**src/fprp_pkg.sv**
```systemverilog
`timescale 1ns / 1ps

package fprp_pkg;

    // Control characters and delimiters of the control stream
    localparam logic [7:0] CHAR_LF     = 8'h0A;
    localparam logic [7:0] CHAR_CR     = 8'h0D;
    localparam logic [7:0] CHAR_SPACE  = 8'h20;
    localparam logic [7:0] CHAR_LPAREN = 8'h28;
    localparam logic [7:0] CHAR_RPAREN = 8'h29;
    localparam logic [7:0] CHAR_COMMA  = 8'h2C;
    localparam logic [7:0] CHAR_ZERO   = 8'h30;
    localparam logic [7:0] CHAR_NINE   = 8'h39;

    // Reply codes and limits
    localparam int unsigned CODE_W    = 10;
    localparam int unsigned ADDR_W    = 32;
    localparam int unsigned PORT_W    = 16;
    localparam logic [CODE_W-1:0] CODE_MAX       = 10'd999;
    localparam logic [CODE_W-1:0] CODE_FILE_ERR  = 10'd550;
    localparam logic [CODE_W-1:0] CODE_LOGIN_ERR = 10'd530;

    // Passive tuple: six fields, each saturating one above a byte
    localparam int unsigned NUM_FIELDS = 6;
    localparam logic [2:0]  LAST_FIELD = 3'd5;
    localparam logic [2:0]  ALL_FIELDS = 3'd6;
    localparam logic [8:0]  FIELD_SAT  = 9'd256;

    // Line position: fourth character decides the final line
    localparam logic [2:0] POS_FINAL = 3'd3;
    localparam logic [2:0] POS_SAT   = 3'd4;

    // Stream widths
    localparam int unsigned IN_TDATA_W  = 8;
    localparam int unsigned OUT_TDATA_W = 64;

    typedef struct packed {
        logic [PORT_W-1:0] data_port;
        logic [ADDR_W-1:0] server_address;
        logic              tuple_valid;
        logic              command_error;
        logic [CODE_W-1:0] reply_code;
    } t_result;

endpackage

```
**src/fprp_in_reg.sv**
```systemverilog
`timescale 1ns / 1ps

module fprp_in_reg (
    input  logic       i_clk,
    input  logic       i_rst_n,
    input  logic       i_valid,
    output logic       o_ready,
    input  logic [7:0] i_byte,
    output logic       o_valid,
    output logic [7:0] o_byte,
    input  logic       i_take
);

    logic       r_valid;
    logic [7:0] r_byte;

    // Accept when empty or when the held byte leaves this cycle
    assign o_ready = !r_valid || i_take;
    assign o_valid = r_valid;
    assign o_byte  = r_byte;

    // Track occupancy
    always_ff @(posedge i_clk) begin
        if (!i_rst_n) begin
            r_valid <= 1'b0;
        end else if (o_ready) begin
            r_valid <= i_valid;
        end
    end

    // Capture the byte on each transfer
    always_ff @(posedge i_clk) begin
        if (i_valid && o_ready) begin
            r_byte <= i_byte;
        end
    end

endmodule

```
**src/fprp_line_state.sv**
```systemverilog
`timescale 1ns / 1ps

module fprp_line_state (
    input  logic             i_clk,
    input  logic             i_rst_n,
    input  logic             i_valid,
    input  logic [7:0]       i_byte,
    input  logic             i_slot_free,
    output logic             o_take,
    output logic             o_load,
    output fprp_pkg::t_result o_result
);

    logic [2:0] r_pos,       n_pos;
    logic       r_final,     n_final;
    logic [9:0] r_code,      n_code;
    logic       r_code_done, n_code_done;
    logic       r_inside,    n_inside;
    logic [2:0] r_idx,       n_idx;
    logic [8:0] r_facc,      n_facc;
    logic [7:0] r_fields [fprp_pkg::NUM_FIELDS];
    logic [7:0] n_fields [fprp_pkg::NUM_FIELDS];
    logic       r_ovf,       n_ovf;

    logic        is_lf;
    logic        is_cr;
    logic        is_digit;
    logic [3:0]  digit_val;
    logic [13:0] code_prod;
    logic [11:0] facc_prod;
    logic        do_complete;
    logic        close_last;
    logic [7:0]  last_field;
    logic        ovf_end;
    logic        tuple_ok;
    logic        is_result;

    // Classify the byte
    assign is_lf     = (i_byte == fprp_pkg::CHAR_LF);
    assign is_cr     = (i_byte == fprp_pkg::CHAR_CR);
    assign is_digit  = (i_byte >= fprp_pkg::CHAR_ZERO) && (i_byte <= fprp_pkg::CHAR_NINE);
    assign digit_val = i_byte[3:0];

    // Decimal accumulate steps
    assign code_prod = {4'd0, r_code} * 14'd10 + {10'd0, digit_val};
    assign facc_prod = {3'd0, r_facc} * 12'd10 + {8'd0, digit_val};

    // Field completion inside the tuple
    always_comb begin
        do_complete = 1'b0;
        if (r_inside && !is_digit) begin
            if (i_byte == fprp_pkg::CHAR_COMMA && r_idx < fprp_pkg::LAST_FIELD) begin
                do_complete = 1'b1;
            end else if (i_byte == fprp_pkg::CHAR_RPAREN && r_idx == fprp_pkg::LAST_FIELD) begin
                do_complete = 1'b1;
            end
        end
    end

    // Close an unfinished sixth field at the newline
    assign close_last = r_inside && (r_idx == fprp_pkg::LAST_FIELD);
    assign last_field = close_last ? r_facc[7:0] : r_fields[fprp_pkg::NUM_FIELDS-1];
    assign ovf_end    = r_ovf || (close_last && r_facc[8]);
    assign tuple_ok   = (close_last || r_idx == fprp_pkg::ALL_FIELDS) && !ovf_end;

    // Build the result of a final line
    always_comb begin
        o_result.reply_code    = r_code;
        o_result.command_error = (r_code == fprp_pkg::CODE_FILE_ERR) ||
                                 (r_code == fprp_pkg::CODE_LOGIN_ERR);
        o_result.tuple_valid   = tuple_ok;
        if (tuple_ok) begin
            o_result.server_address = {r_fields[0], r_fields[1], r_fields[2], r_fields[3]};
            o_result.data_port      = {r_fields[4], last_field};
        end else begin
            o_result.server_address = '0;
            o_result.data_port      = '0;
        end
    end

    // Hold a result byte only while the output slot is busy
    assign is_result = is_lf && r_final;
    assign o_take    = i_valid && (!is_result || i_slot_free);
    assign o_load    = o_take && is_result;

    // Next line state
    always_comb begin
        n_pos       = r_pos;
        n_final     = r_final;
        n_code      = r_code;
        n_code_done = r_code_done;
        n_inside    = r_inside;
        n_idx       = r_idx;
        n_facc      = r_facc;
        n_ovf       = r_ovf;
        for (int i = 0; i < fprp_pkg::NUM_FIELDS; i++) begin
            n_fields[i] = r_fields[i];
        end

        if (is_lf) begin
            n_pos       = '0;
            n_final     = 1'b0;
            n_code      = '0;
            n_code_done = 1'b0;
            n_inside    = 1'b0;
            n_idx       = '0;
            n_facc      = '0;
            n_ovf       = 1'b0;
            for (int i = 0; i < fprp_pkg::NUM_FIELDS; i++) begin
                n_fields[i] = '0;
            end
        end else if (!is_cr) begin
            // leading reply code digits
            if (!r_code_done) begin
                if (is_digit) begin
                    n_code = (code_prod > {4'd0, fprp_pkg::CODE_MAX}) ?
                             fprp_pkg::CODE_MAX : code_prod[9:0];
                end else begin
                    n_code_done = 1'b1;
                end
            end

            // final line when the fourth character is a space
            if (r_pos == fprp_pkg::POS_FINAL && i_byte == fprp_pkg::CHAR_SPACE) begin
                n_final = 1'b1;
            end
            if (r_pos < fprp_pkg::POS_SAT) begin
                n_pos = r_pos + 3'd1;
            end

            // passive tuple fields
            priority if (r_inside && is_digit) begin
                n_facc = (facc_prod > {3'd0, fprp_pkg::FIELD_SAT}) ?
                         fprp_pkg::FIELD_SAT : facc_prod[8:0];
            end else if (do_complete) begin
                if (r_facc[8]) begin
                    n_ovf = 1'b1;
                end
                for (int i = 0; i < fprp_pkg::NUM_FIELDS; i++) begin
                    if (r_idx == 3'(i)) begin
                        n_fields[i] = r_facc[7:0];
                    end
                end
                n_idx  = r_idx + 3'd1;
                n_facc = '0;
                if (r_idx == fprp_pkg::LAST_FIELD) begin
                    n_inside = 1'b0;
                end
            end else if (!r_inside && i_byte == fprp_pkg::CHAR_LPAREN && r_idx == '0) begin
                n_inside = 1'b1;
                n_facc   = '0;
            end else begin
                n_inside = r_inside;
            end
        end
    end

    // Advance the line state on each consumed byte
    always_ff @(posedge i_clk) begin
        if (!i_rst_n) begin
            r_pos       <= '0;
            r_final     <= 1'b0;
            r_code      <= '0;
            r_code_done <= 1'b0;
            r_inside    <= 1'b0;
            r_idx       <= '0;
            r_facc      <= '0;
            r_ovf       <= 1'b0;
            for (int i = 0; i < fprp_pkg::NUM_FIELDS; i++) begin
                r_fields[i] <= '0;
            end
        end else if (o_take) begin
            r_pos       <= n_pos;
            r_final     <= n_final;
            r_code      <= n_code;
            r_code_done <= n_code_done;
            r_inside    <= n_inside;
            r_idx       <= n_idx;
            r_facc      <= n_facc;
            r_ovf       <= n_ovf;
            for (int i = 0; i < fprp_pkg::NUM_FIELDS; i++) begin
                r_fields[i] <= n_fields[i];
            end
        end
    end

endmodule

```
**src/fprp_out_reg.sv**
```systemverilog
`timescale 1ns / 1ps

module fprp_out_reg (
    input  logic                                i_clk,
    input  logic                                i_rst_n,
    input  logic                                i_load,
    input  fprp_pkg::t_result                   i_result,
    output logic                                o_slot_free,
    output logic                                o_valid,
    input  logic                                i_ready,
    output logic [fprp_pkg::OUT_TDATA_W-1:0]    o_data,
    output fprp_pkg::t_result                   o_result
);

    localparam int unsigned RES_W = $bits(fprp_pkg::t_result);

    logic              r_valid;
    fprp_pkg::t_result r_result;

    // Slot frees when empty or when the held result transfers now
    assign o_slot_free = !r_valid || i_ready;
    assign o_valid     = r_valid;
    assign o_result    = r_result;
    assign o_data      = {{(fprp_pkg::OUT_TDATA_W - RES_W){1'b0}}, r_result};

    // Track occupancy
    always_ff @(posedge i_clk) begin
        if (!i_rst_n) begin
            r_valid <= 1'b0;
        end else if (i_load) begin
            r_valid <= 1'b1;
        end else if (i_ready) begin
            r_valid <= 1'b0;
        end
    end

    // Capture a new result
    always_ff @(posedge i_clk) begin
        if (i_load) begin
            r_result <= i_result;
        end
    end

endmodule

```
**src/ftp_reply_pasv_parser.sv**
```systemverilog
`timescale 1ns / 1ps
//  Channel   Dir  Handshake               Payload
//  s         in   i_s_tvalid/o_s_tready   i_s_tdata[7:0] rx_byte
//  m         out  o_m_tvalid/i_m_tready   o_m_tdata reply result, 60 bits in 64
//
//  One byte per cycle while no newline is held back; a newline ending a final
//  reply line leaves a result in the output register.
//  The byte path is input register -> line state update -> output register.
//  A stalled output holds back only a result-making newline; other bytes
//  keep flowing. Synchronous active-low reset clears all line state.

module ftp_reply_pasv_parser (
    input  logic                             i_clk,
    input  logic                             i_rst_n,
    input  logic                             i_s_tvalid,
    output logic                             o_s_tready,
    input  logic [fprp_pkg::IN_TDATA_W-1:0]  i_s_tdata,  // [7:0] rx_byte
    output logic                             o_m_tvalid,
    input  logic                             i_m_tready,
    // [9:0] reply_code, [10] command_error, [11] tuple_valid,
    // [43:12] server_address, [59:44] data_port, [63:60] zero
    output logic [fprp_pkg::OUT_TDATA_W-1:0] o_m_tdata
);

    logic              w_byte_valid;
    logic [7:0]        w_byte;
    logic              w_take;
    logic              w_load;
    logic              w_slot_free;
    fprp_pkg::t_result w_result;
    fprp_pkg::t_result w_out_result;

    fprp_in_reg u_in_reg (
        .i_clk   (i_clk),
        .i_rst_n (i_rst_n),
        .i_valid (i_s_tvalid),
        .o_ready (o_s_tready),
        .i_byte  (i_s_tdata),
        .o_valid (w_byte_valid),
        .o_byte  (w_byte),
        .i_take  (w_take)
    );

    fprp_line_state u_line_state (
        .i_clk       (i_clk),
        .i_rst_n     (i_rst_n),
        .i_valid     (w_byte_valid),
        .i_byte      (w_byte),
        .i_slot_free (w_slot_free),
        .o_take      (w_take),
        .o_load      (w_load),
        .o_result    (w_result)
    );

    fprp_out_reg u_out_reg (
        .i_clk       (i_clk),
        .i_rst_n     (i_rst_n),
        .i_load      (w_load),
        .i_result    (w_result),
        .o_slot_free (w_slot_free),
        .o_valid     (o_m_tvalid),
        .i_ready     (i_m_tready),
        .o_data      (o_m_tdata),
        .o_result    (w_out_result)
    );

    // No result may overwrite one still waiting
    a_no_overwrite: assert property (@(posedge i_clk) disable iff (!i_rst_n)
        !w_slot_free |-> !w_load)
        else $error("result loaded into a busy output slot");

    // A loaded result shows on the next cycle
    a_load_shows: assert property (@(posedge i_clk) disable iff (!i_rst_n)
        w_load |=> o_m_tvalid)
        else $error("loaded result not presented");

    // Invalid tuple carries zero address and port
    a_invalid_zero: assert property (@(posedge i_clk) disable iff (!i_rst_n)
        (o_m_tvalid && !w_out_result.tuple_valid) |->
        (w_out_result.server_address == '0 && w_out_result.data_port == '0))
        else $error("invalid tuple with nonzero address or port");

    // Error flag follows the reply code
    a_err_flag: assert property (@(posedge i_clk) disable iff (!i_rst_n)
        o_m_tvalid |-> (w_out_result.command_error ==
        (w_out_result.reply_code == fprp_pkg::CODE_FILE_ERR ||
         w_out_result.reply_code == fprp_pkg::CODE_LOGIN_ERR)))
        else $error("command error flag does not match reply code");

    // Reply code stays saturated
    a_code_range: assert property (@(posedge i_clk) disable iff (!i_rst_n)
        o_m_tvalid |-> (w_out_result.reply_code <= fprp_pkg::CODE_MAX))
        else $error("reply code above saturation limit");

endmodule

```
**config.mk**
```make
export PLATFORM = sky130hd
export DESIGN_NAME = ftp_reply_pasv_parser
export DESIGN_NICKNAME = d
export VERILOG_FILES = /design/src/fprp_pkg.sv /design/src/fprp_in_reg.sv /design/src/fprp_line_state.sv /design/src/fprp_out_reg.sv /design/src/ftp_reply_pasv_parser.sv
export SDC_FILE = /design/constraint.sdc
export NUM_CORES = 1
export LEC_CHECK = 0
export BUFFER_PORTS_ARGS = -buffer_cell sky130_fd_sc_hd__buf_2
export CAP_MARGIN = 20
export CORE_AREA = 2 2 121 123
export CTS_BUF_LIST = sky130_fd_sc_hd__clkbuf_8
export DETAILED_ROUTE_END_ITERATION = 12
export DIE_AREA = 0 0 123 125
export HOLD_SLACK_MARGIN = 0.02
export PLACE_DENSITY_LB_ADDON = 0.25
export SETUP_SLACK_MARGIN = 0.2
export SYNTH_ARGS = -nofsm -noshare
export SYNTH_HDL_FRONTEND = slang
export SYNTH_HIERARCHICAL = 1
export SYNTH_SLANG_ARGS = --single-unit
```
**constraint.sdc**
```tcl
create_clock -name i_clk -period 5.62 [get_ports i_clk]
set_input_delay 0.843 -clock i_clk [delete_from_list [all_inputs] [get_ports i_clk]]
set_output_delay 0.843 -clock i_clk [all_outputs]
set_load 0.02 [all_outputs]
```
==> out/results.tsv, run 1 <==
stage	metric	value	unit
power	Max rail drop VDD	130	µV
placement	Final Wtd Congestion	0.858	
timing	final worst slack	2.35	ns
route	Avg WL per Cell	15.3	µm
placement	placed wire-length estimate	9710	µm
route	met2 WL	6490	µm
route	max layer used	met4	
final_layout	Syn-to-layout area delta	13.2	%
power	Clk pwr share	38.7	%
global_routing	largest net degree at the start of global routing	44	
clock_tree	clock slew at reported path FFs	0.08	ns
floorplan	die height	125	µm
timing	setup_tns	0	ns
power	Internal	1600	µW
status	status	completed	
clock_tree	TritonCTS Sinks	147	
floorplan	I/O Pins	78	
timing	max-slew violations	0	
final_layout	final core utilization	57.0	%
synth	Post-Syn Area per Cell	12.2	µm²
timing	Final Hold Fails	0	
clock_tree	H-tree depth	4	
clock_tree	CTS buffer count	17	
route	M1 WL	5890	µm
timing	unrepaired setup endpoints after global routing	no	
route	initial detailed-routing violation count	370	
placement	I/O Buffers	73	
worst_setup_path	startpoint type of the worst setup path	flop	
route	First-pass DRT Iterations	5	
floorplan	core area	14200	µm²
power	leak pwr	0.00342	µW
timing	Slew Limit Headroom	39.4	%
timing	# setup viols final	0	
final_layout	area of the multi-input gates	2890	µm²
power	Logic pwr share	3.0	%
floorplan	DIE AREA	15400	µm²
flow_run	max-cap violations	0	
floorplan	die width	123	µm
clock_tree	clock buffer depth	2	
clock_tree	Root Driver	clkbuf_8	
global_routing	Remaining Overflow, GRT	0	
final_layout	Seq. cell area	4100	µm²
worst_setup_path	Critical Path RT	5.92	ns
final_layout	# fillers	1184	
timing	ratio of final minimum period to clock period	58.2	%
power	switching pwr	447	µW
hold_path	Worst Hold Class	flop to flop	
timing	post-route clock skew	0.0107	ns
worst_setup_path	critical-path maximum fanout	6	
final_layout	share of cells above drive strength 1	19.6	%
timing	f_max	0.306	GHz
power	PD cells	253	nW/µm²
clock_tree	Clock Latency Late Sink	0.44	ns
timing	Slew @ Worst Pin	0.902	ns
floorplan	Initial Util	50.4	%
clock_tree	Setup Fix Bufs, Post-CTS	0	
synth	synthesized instance count	585	
route	met3 wire length	682	µm
worst_setup_path	Crit Path Category	flop to flop	
synth	Synth Warn #	6	
synth	cell area after synthesis	7150	µm²
final_layout	cell area after layout	8100	µm²
route	routed wire length	13200	µm
placement	DP Area	7690	µm²
global_routing	initial antenna violation count	0	
timing	fin crit period	3.27	ns
power	Reg power frac	58.4	%
clock_tree	PostCTS Resize Cnt	0	
route	vias per cell	5.45	
power	Net Sw Frac	21.8	%
worst_setup_path	Critical Path End Type	flop	
floorplan	num rows	44	
clock_tree	CTS tree	built	
route	Post-route DRC	0	
route	post-route ant nets	0	
final_layout	Nets	723	
global_routing	overall routing resource usage	18.2	%
worst_setup_path	Worst Path Arrival	3.57	ns
global_routing	first-pass GRT wire length	22000	µm
final_layout	ANT cells	0	
clock_tree	CTS Hold Bufs	0	
global_routing	vias in the first global route	4505	
placement	dpl ws	1.99	ns
route	Vias	4693	
==> flip-flops by register name (all words and copies together) (netlist names) <==
name and count:
u_line_state/r_pos 3, u_line_state/r_facc 9, u_line_state/r_final 1, u_in_reg/o_byte 8, u_line_state/r_ovf 1, u_out_reg/o_valid 1, u_line_state/r_fields 48, u_out_reg/o_data 60
u_in_reg/o_valid 1, u_line_state/r_code 10, u_line_state/r_code_done 1, u_line_state/r_idx 3, u_line_state/r_inside 1
==> stage by stage <==
stage	cells	power, µW	hold slack (ns)
after CTS	860	2060	0.471
after global placement	828	1280	0.451
after global routing	861	2110	0.503
after floorplan	588	1260	0.428
after detailed placement	828	1280	0.454
final	861	2050	0.467
==> worst paths after layout <==
kind	from	end	slack, ns	depth (start not counted)
min	u_line_state/r_ovf	u_line_state/r_ovf	0.47	2
max	u_line_state/r_code[1]	u_line_state/r_code[5]	2.35	11
max reg2reg	u_line_state/r_code[1]	u_line_state/r_code[5]	2.35	11
min reg2reg	u_line_state/r_ovf	u_line_state/r_ovf	0.47	2
==> routing by layer <==
layer  GRT usage [%]  vias to the layer above
met5               0                        -
met4            6.42                        0
met3            4.29                       10
met2            29.8                      108
met1            23.8                     2258
li1                -                     2317
==> layout by cell type, fill, tap and decap left out, types with 5 or more instances in the layout <==
master / n
edfxtp_1: 116
nor3_1: 7
xnor2_1: 12
a21o_1: 7
nand2b_1: 8
nor2_1: 29
nand3_1: 13
a21oi_1: 36
a211oi_2: 5
clkbuf_8: 17
dfxtp_1: 31
nand2_1: 47
xor2_1: 7
ha_1: 43
inv_1: 23
o31ai_1: 5
inv_6: 5
nor2b_1: 7
o21ai_0: 17
buf_2: 73
nand3b_1: 5
and2_1: 60
==> power by group through the flow <==
stage	Combinational (µW)	Sequential, µW	Clock [µW]
3_3_place_gp	59.2	1220	0
3_5_place_dp	60.6	1220	0
4_1_cts	60.9	1200	806
2_1_floorplan	47.1	1220	0
6_report	60.7	1200	793
5_1_grt	67.1	1200	848
==> area by class of cell <==
type,count,share of cell area [%]
clock buffers,17,2.89
clock inverters,15,1.92
inverters,23,1.07
multi-input cells,400,35.7
flip-flops and latches,147,50.7
well taps,184,2.84
repair buffers,75,4.85
==> critical path, stage by stage, from the launching register on <==
cell       delay, ns
dfxtp_1         0.48
ha_1            0.28
ha_1            0.21
inv_1           0.07
fa_1            0.50
nand2b_1        0.20
nand2b_1        0.20
nor3_1          0.23
o2111ai_1       0.18
mux2_4          0.25
nor4b_4         0.39
a211oi_2        0.14
Note: power is estimated with default switching activity, not from simulation.
==> inputs of run 2 (changes only) <==
==> constraint.sdc (replaced) <==
create_clock -name i_clk -period 2.8 [get_ports i_clk]
set_input_delay 0.42 -clock i_clk [delete_from_list [all_inputs] [get_ports i_clk]]
set_output_delay 0.42 -clock i_clk [all_outputs]
set_load 0.02 [all_outputs]
==> run 2 against run 1 <==
  * The run now ends with negative setup slack left
  * Critical path type unchanged
  * Final area grew 9.9%
  * Global-route usage grew 1.2 points
  * Non-clock buffer count grew 60
  * Die area is the same
==> out/results.tsv, run 2 (synthesis gave the netlist of run 1 again) <==
stage	metric	value	unit	change
status	status	finished, violations left		
status	violated checks	negative setup slack		
timing	Final Hold Fails	0		unchanged
final_layout	Largest register FFs	60		unchanged
clock_tree	H-tree depth	4		unchanged
route	Vias	4898		+4.4%
final_layout	# fillers	1111		-6.2%
final_layout	share of cells above drive strength 1	32.6	%	+13 points
timing	post-route clock skew	0.0111	ns	+0.000378 ns
timing	Slew @ Worst Pin	0.979	ns	+0.0773 ns
floorplan	I/O Pins	78		unchanged
global_routing	overall routing resource usage	19.4	%	+1.2 points
global_routing	vias in the first global route	4699		+4.3%
global_routing	Remaining Overflow, GRT	0		unchanged
final_layout	most frequent cells in the layout	edfxtp_1, buf_2, and2_1		
route	First-pass DRT Iterations	5		unchanged
worst_setup_path	critical-path maximum fanout	5		-1
floorplan	die height	125	µm	unchanged
clock_tree	CTS tree	built		
clock_tree	clock buffer depth	2		unchanged
timing	Hold Worst Slack	0.149	ns	-0.318 ns
worst_setup_path	Worst Reg-to-Reg Cells	9		-2
timing	ratio of final minimum period to clock period	104	%	+46 points
timing	final worst slack	-0.108	ns	-2.46 ns
route	Post-route DRC	0		unchanged
timing	fin crit period	2.91	ns	-0.360 ns
flow_run	max-cap violations	0		unchanged
worst_setup_path	startpoint type of the worst setup path	flop		
route	post-route ant nets	0		unchanged
clock_tree	clock slew at reported path FFs	0.08	ns	about the same
floorplan	DIE AREA	15400	µm²	unchanged
timing	max-slew violations	0		unchanged
floorplan	die width	123	µm	unchanged
clock_tree	Root Driver	clkbuf_8		
timing	# setup viols final	12		+12
hold_path	hold endpoint	u_in_reg/o_byte[7]		
worst_setup_path	Critical Path RT	3.17	ns	-2.75 ns
placement	Final Wtd Congestion	0.827		-3.6%
route	vias per cell	5.34		-2.1%
clock_tree	CTS buffer count	17		unchanged
final_layout	cell area after layout	8900	µm²	+9.9%
clock_tree	Clock Latency Late Sink	0.44	ns	about the same
timing	unrepaired setup endpoints after global routing	yes		
placement	placed wire-length estimate	10400	µm	+6.7%
final_layout	ANT cells	0		unchanged
global_routing	largest net degree at the start of global routing	62		+41%
placement	I/O Buffers	73		unchanged
final_layout	commonest non-fill, non-tap cell in the layout	edfxtp_1		
global_routing	initial antenna violation count	0		unchanged
hold_path	Worst Hold Class	primary input to flop		
hold_path	Hold Crit Depth	1		-1
worst_setup_path	end of the worst register-to-register path	u_line_state/r_code[1]		
route	Avg WL per Cell	15.6	µm	+1.8%
route	initial detailed-routing violation count	273		-26%
worst_setup_path	Critical Path End Type	flop		
final_layout	Syn-to-layout area delta	24.4	%	
power	leak pwr	0.00380	µW	+11%
placement	DP Area	8220	µm²	+6.9%
power	Max rail drop VDD	271	µV	+110%
route	routed wire length	14300	µm	+8.6%
clock_tree	TritonCTS Sinks	147		unchanged
global_routing	first-pass GRT wire length	23200	µm	+5.4%
worst_setup_path	Worst Path Arrival	3.28	ns	-0.29 ns
timing	f_max	0.344	GHz	+12%
timing	Slew Limit Headroom	34.2	%	-5.2 points
hold_path	hold wc startpoint	i_s_tdata[7]		
final_layout	Nets	783		+8.3%
floorplan	core area	14200	µm²	unchanged
power	PD cells	465	nW/µm²	+83%
worst_setup_path	Crit Path Category	flop to flop		
worst_setup_path	FF-to-FF setup slack	-0.11	ns	-2.46 ns
worst_setup_path	reg2reg start	u_line_state/r_code[2]		
floorplan	num rows	44		unchanged
floorplan	Initial Util	50.4	%	unchanged
==> run 2: cell types whose count changed in the layout (fill, tap and decap cells not counted), moves of 4 or more <==
cell      change
dfxtp_4       +4
o31ai_1       -4
o21ai_0       -6
ha_4          +7
ha_1          -9
buf_4        +57
o21ai_2       +5
clkinv_1      +4
inv_6         -4
dfxtp_1       -7
==> run 2: where the power goes <==
part	switching, µW	internal (µW)	total (µW)
sequential	24.7	2370	2400
combinational	88.0	62.8	151
clock	731	854	1590
total	844	3290	4140
==> run 2: timing repair <==
action / in CTS / in global routing
gates resized for setup: 19 / 30
buffers inserted: 9 / 4
hold buffers: 0 / 0
setup endpoints to repair: 28 / 127
cloned: 0 / 0
pin swaps: 19 / 7
==> run 2: per-layer routing <==
layer	vias up	GRT usage, %	part of all wire [%]
met5	-	0	0
li1	2420	-	-
met1	2329	25.7	44
met3	21	4.61	4.7
met4	0	6.75	1.7
met2	128	31.5	50
==> run 2: metrics by stage <==
stage	worst slack (ns)	utilization [%]	cells	total power, µW	TNS [ns]
after global placement	-0.0251	57.8	876	2580	-0.118
after CTS	-0.0833	61.5	914	4170	-0.562
final	-0.108	62.6	918	4140	-0.788
after floorplan	0.0268	-	588	2540	0
after global routing	-0.186	62.6	918	4280	-1.91
after detailed placement	-0.128	57.8	876	2590	-0.820
==> run 2: critical path: stages, from the launching register on <==
cell and delay [ns]:
dfxtp_1 0.34, ha_1 0.32, ha_1 0.30, a21o_1 0.28, a31o_4 0.30, nor4_4 0.30
xnor2_1 0.13, a2111o_1 0.41, o211ai_4 0.27, o211a_1 0.18
==> run 2: area by class of cell <==
| cell class | count | area [µm²] | area share (%) |
|---|---|---|---|
| flip-flops and latches | 147 | 4120 | 46.3 |
| inverters | 23 | 88.8 | 0.998 |
| clock buffers | 17 | 234 | 2.63 |
| clock inverters | 12 | 143 | 1.60 |
| multi-input cells | 400 | 3220 | 36.2 |
| repair buffers | 135 | 863 | 9.70 |
| well taps | 184 | 230 | 2.59 |
==> run 2: worst max-delay path by stage <==
stage,from,end,slack [ns],depth (start not counted)
floorplan,u_in_reg/o_byte[6],u_line_state/r_fields[0][0],0.03,7
global placement,u_line_state/r_code[3],u_line_state/r_code[7],-0.03,11
detailed placement,u_line_state/r_code[3],u_line_state/r_code[8],-0.13,11
CTS,u_line_state/r_code[1],u_line_state/r_code[8],-0.08,12
global route,u_line_state/r_code[5],u_line_state/r_code[9],-0.19,10
finish,u_line_state/r_code[2],u_line_state/r_code[1],-0.11,9
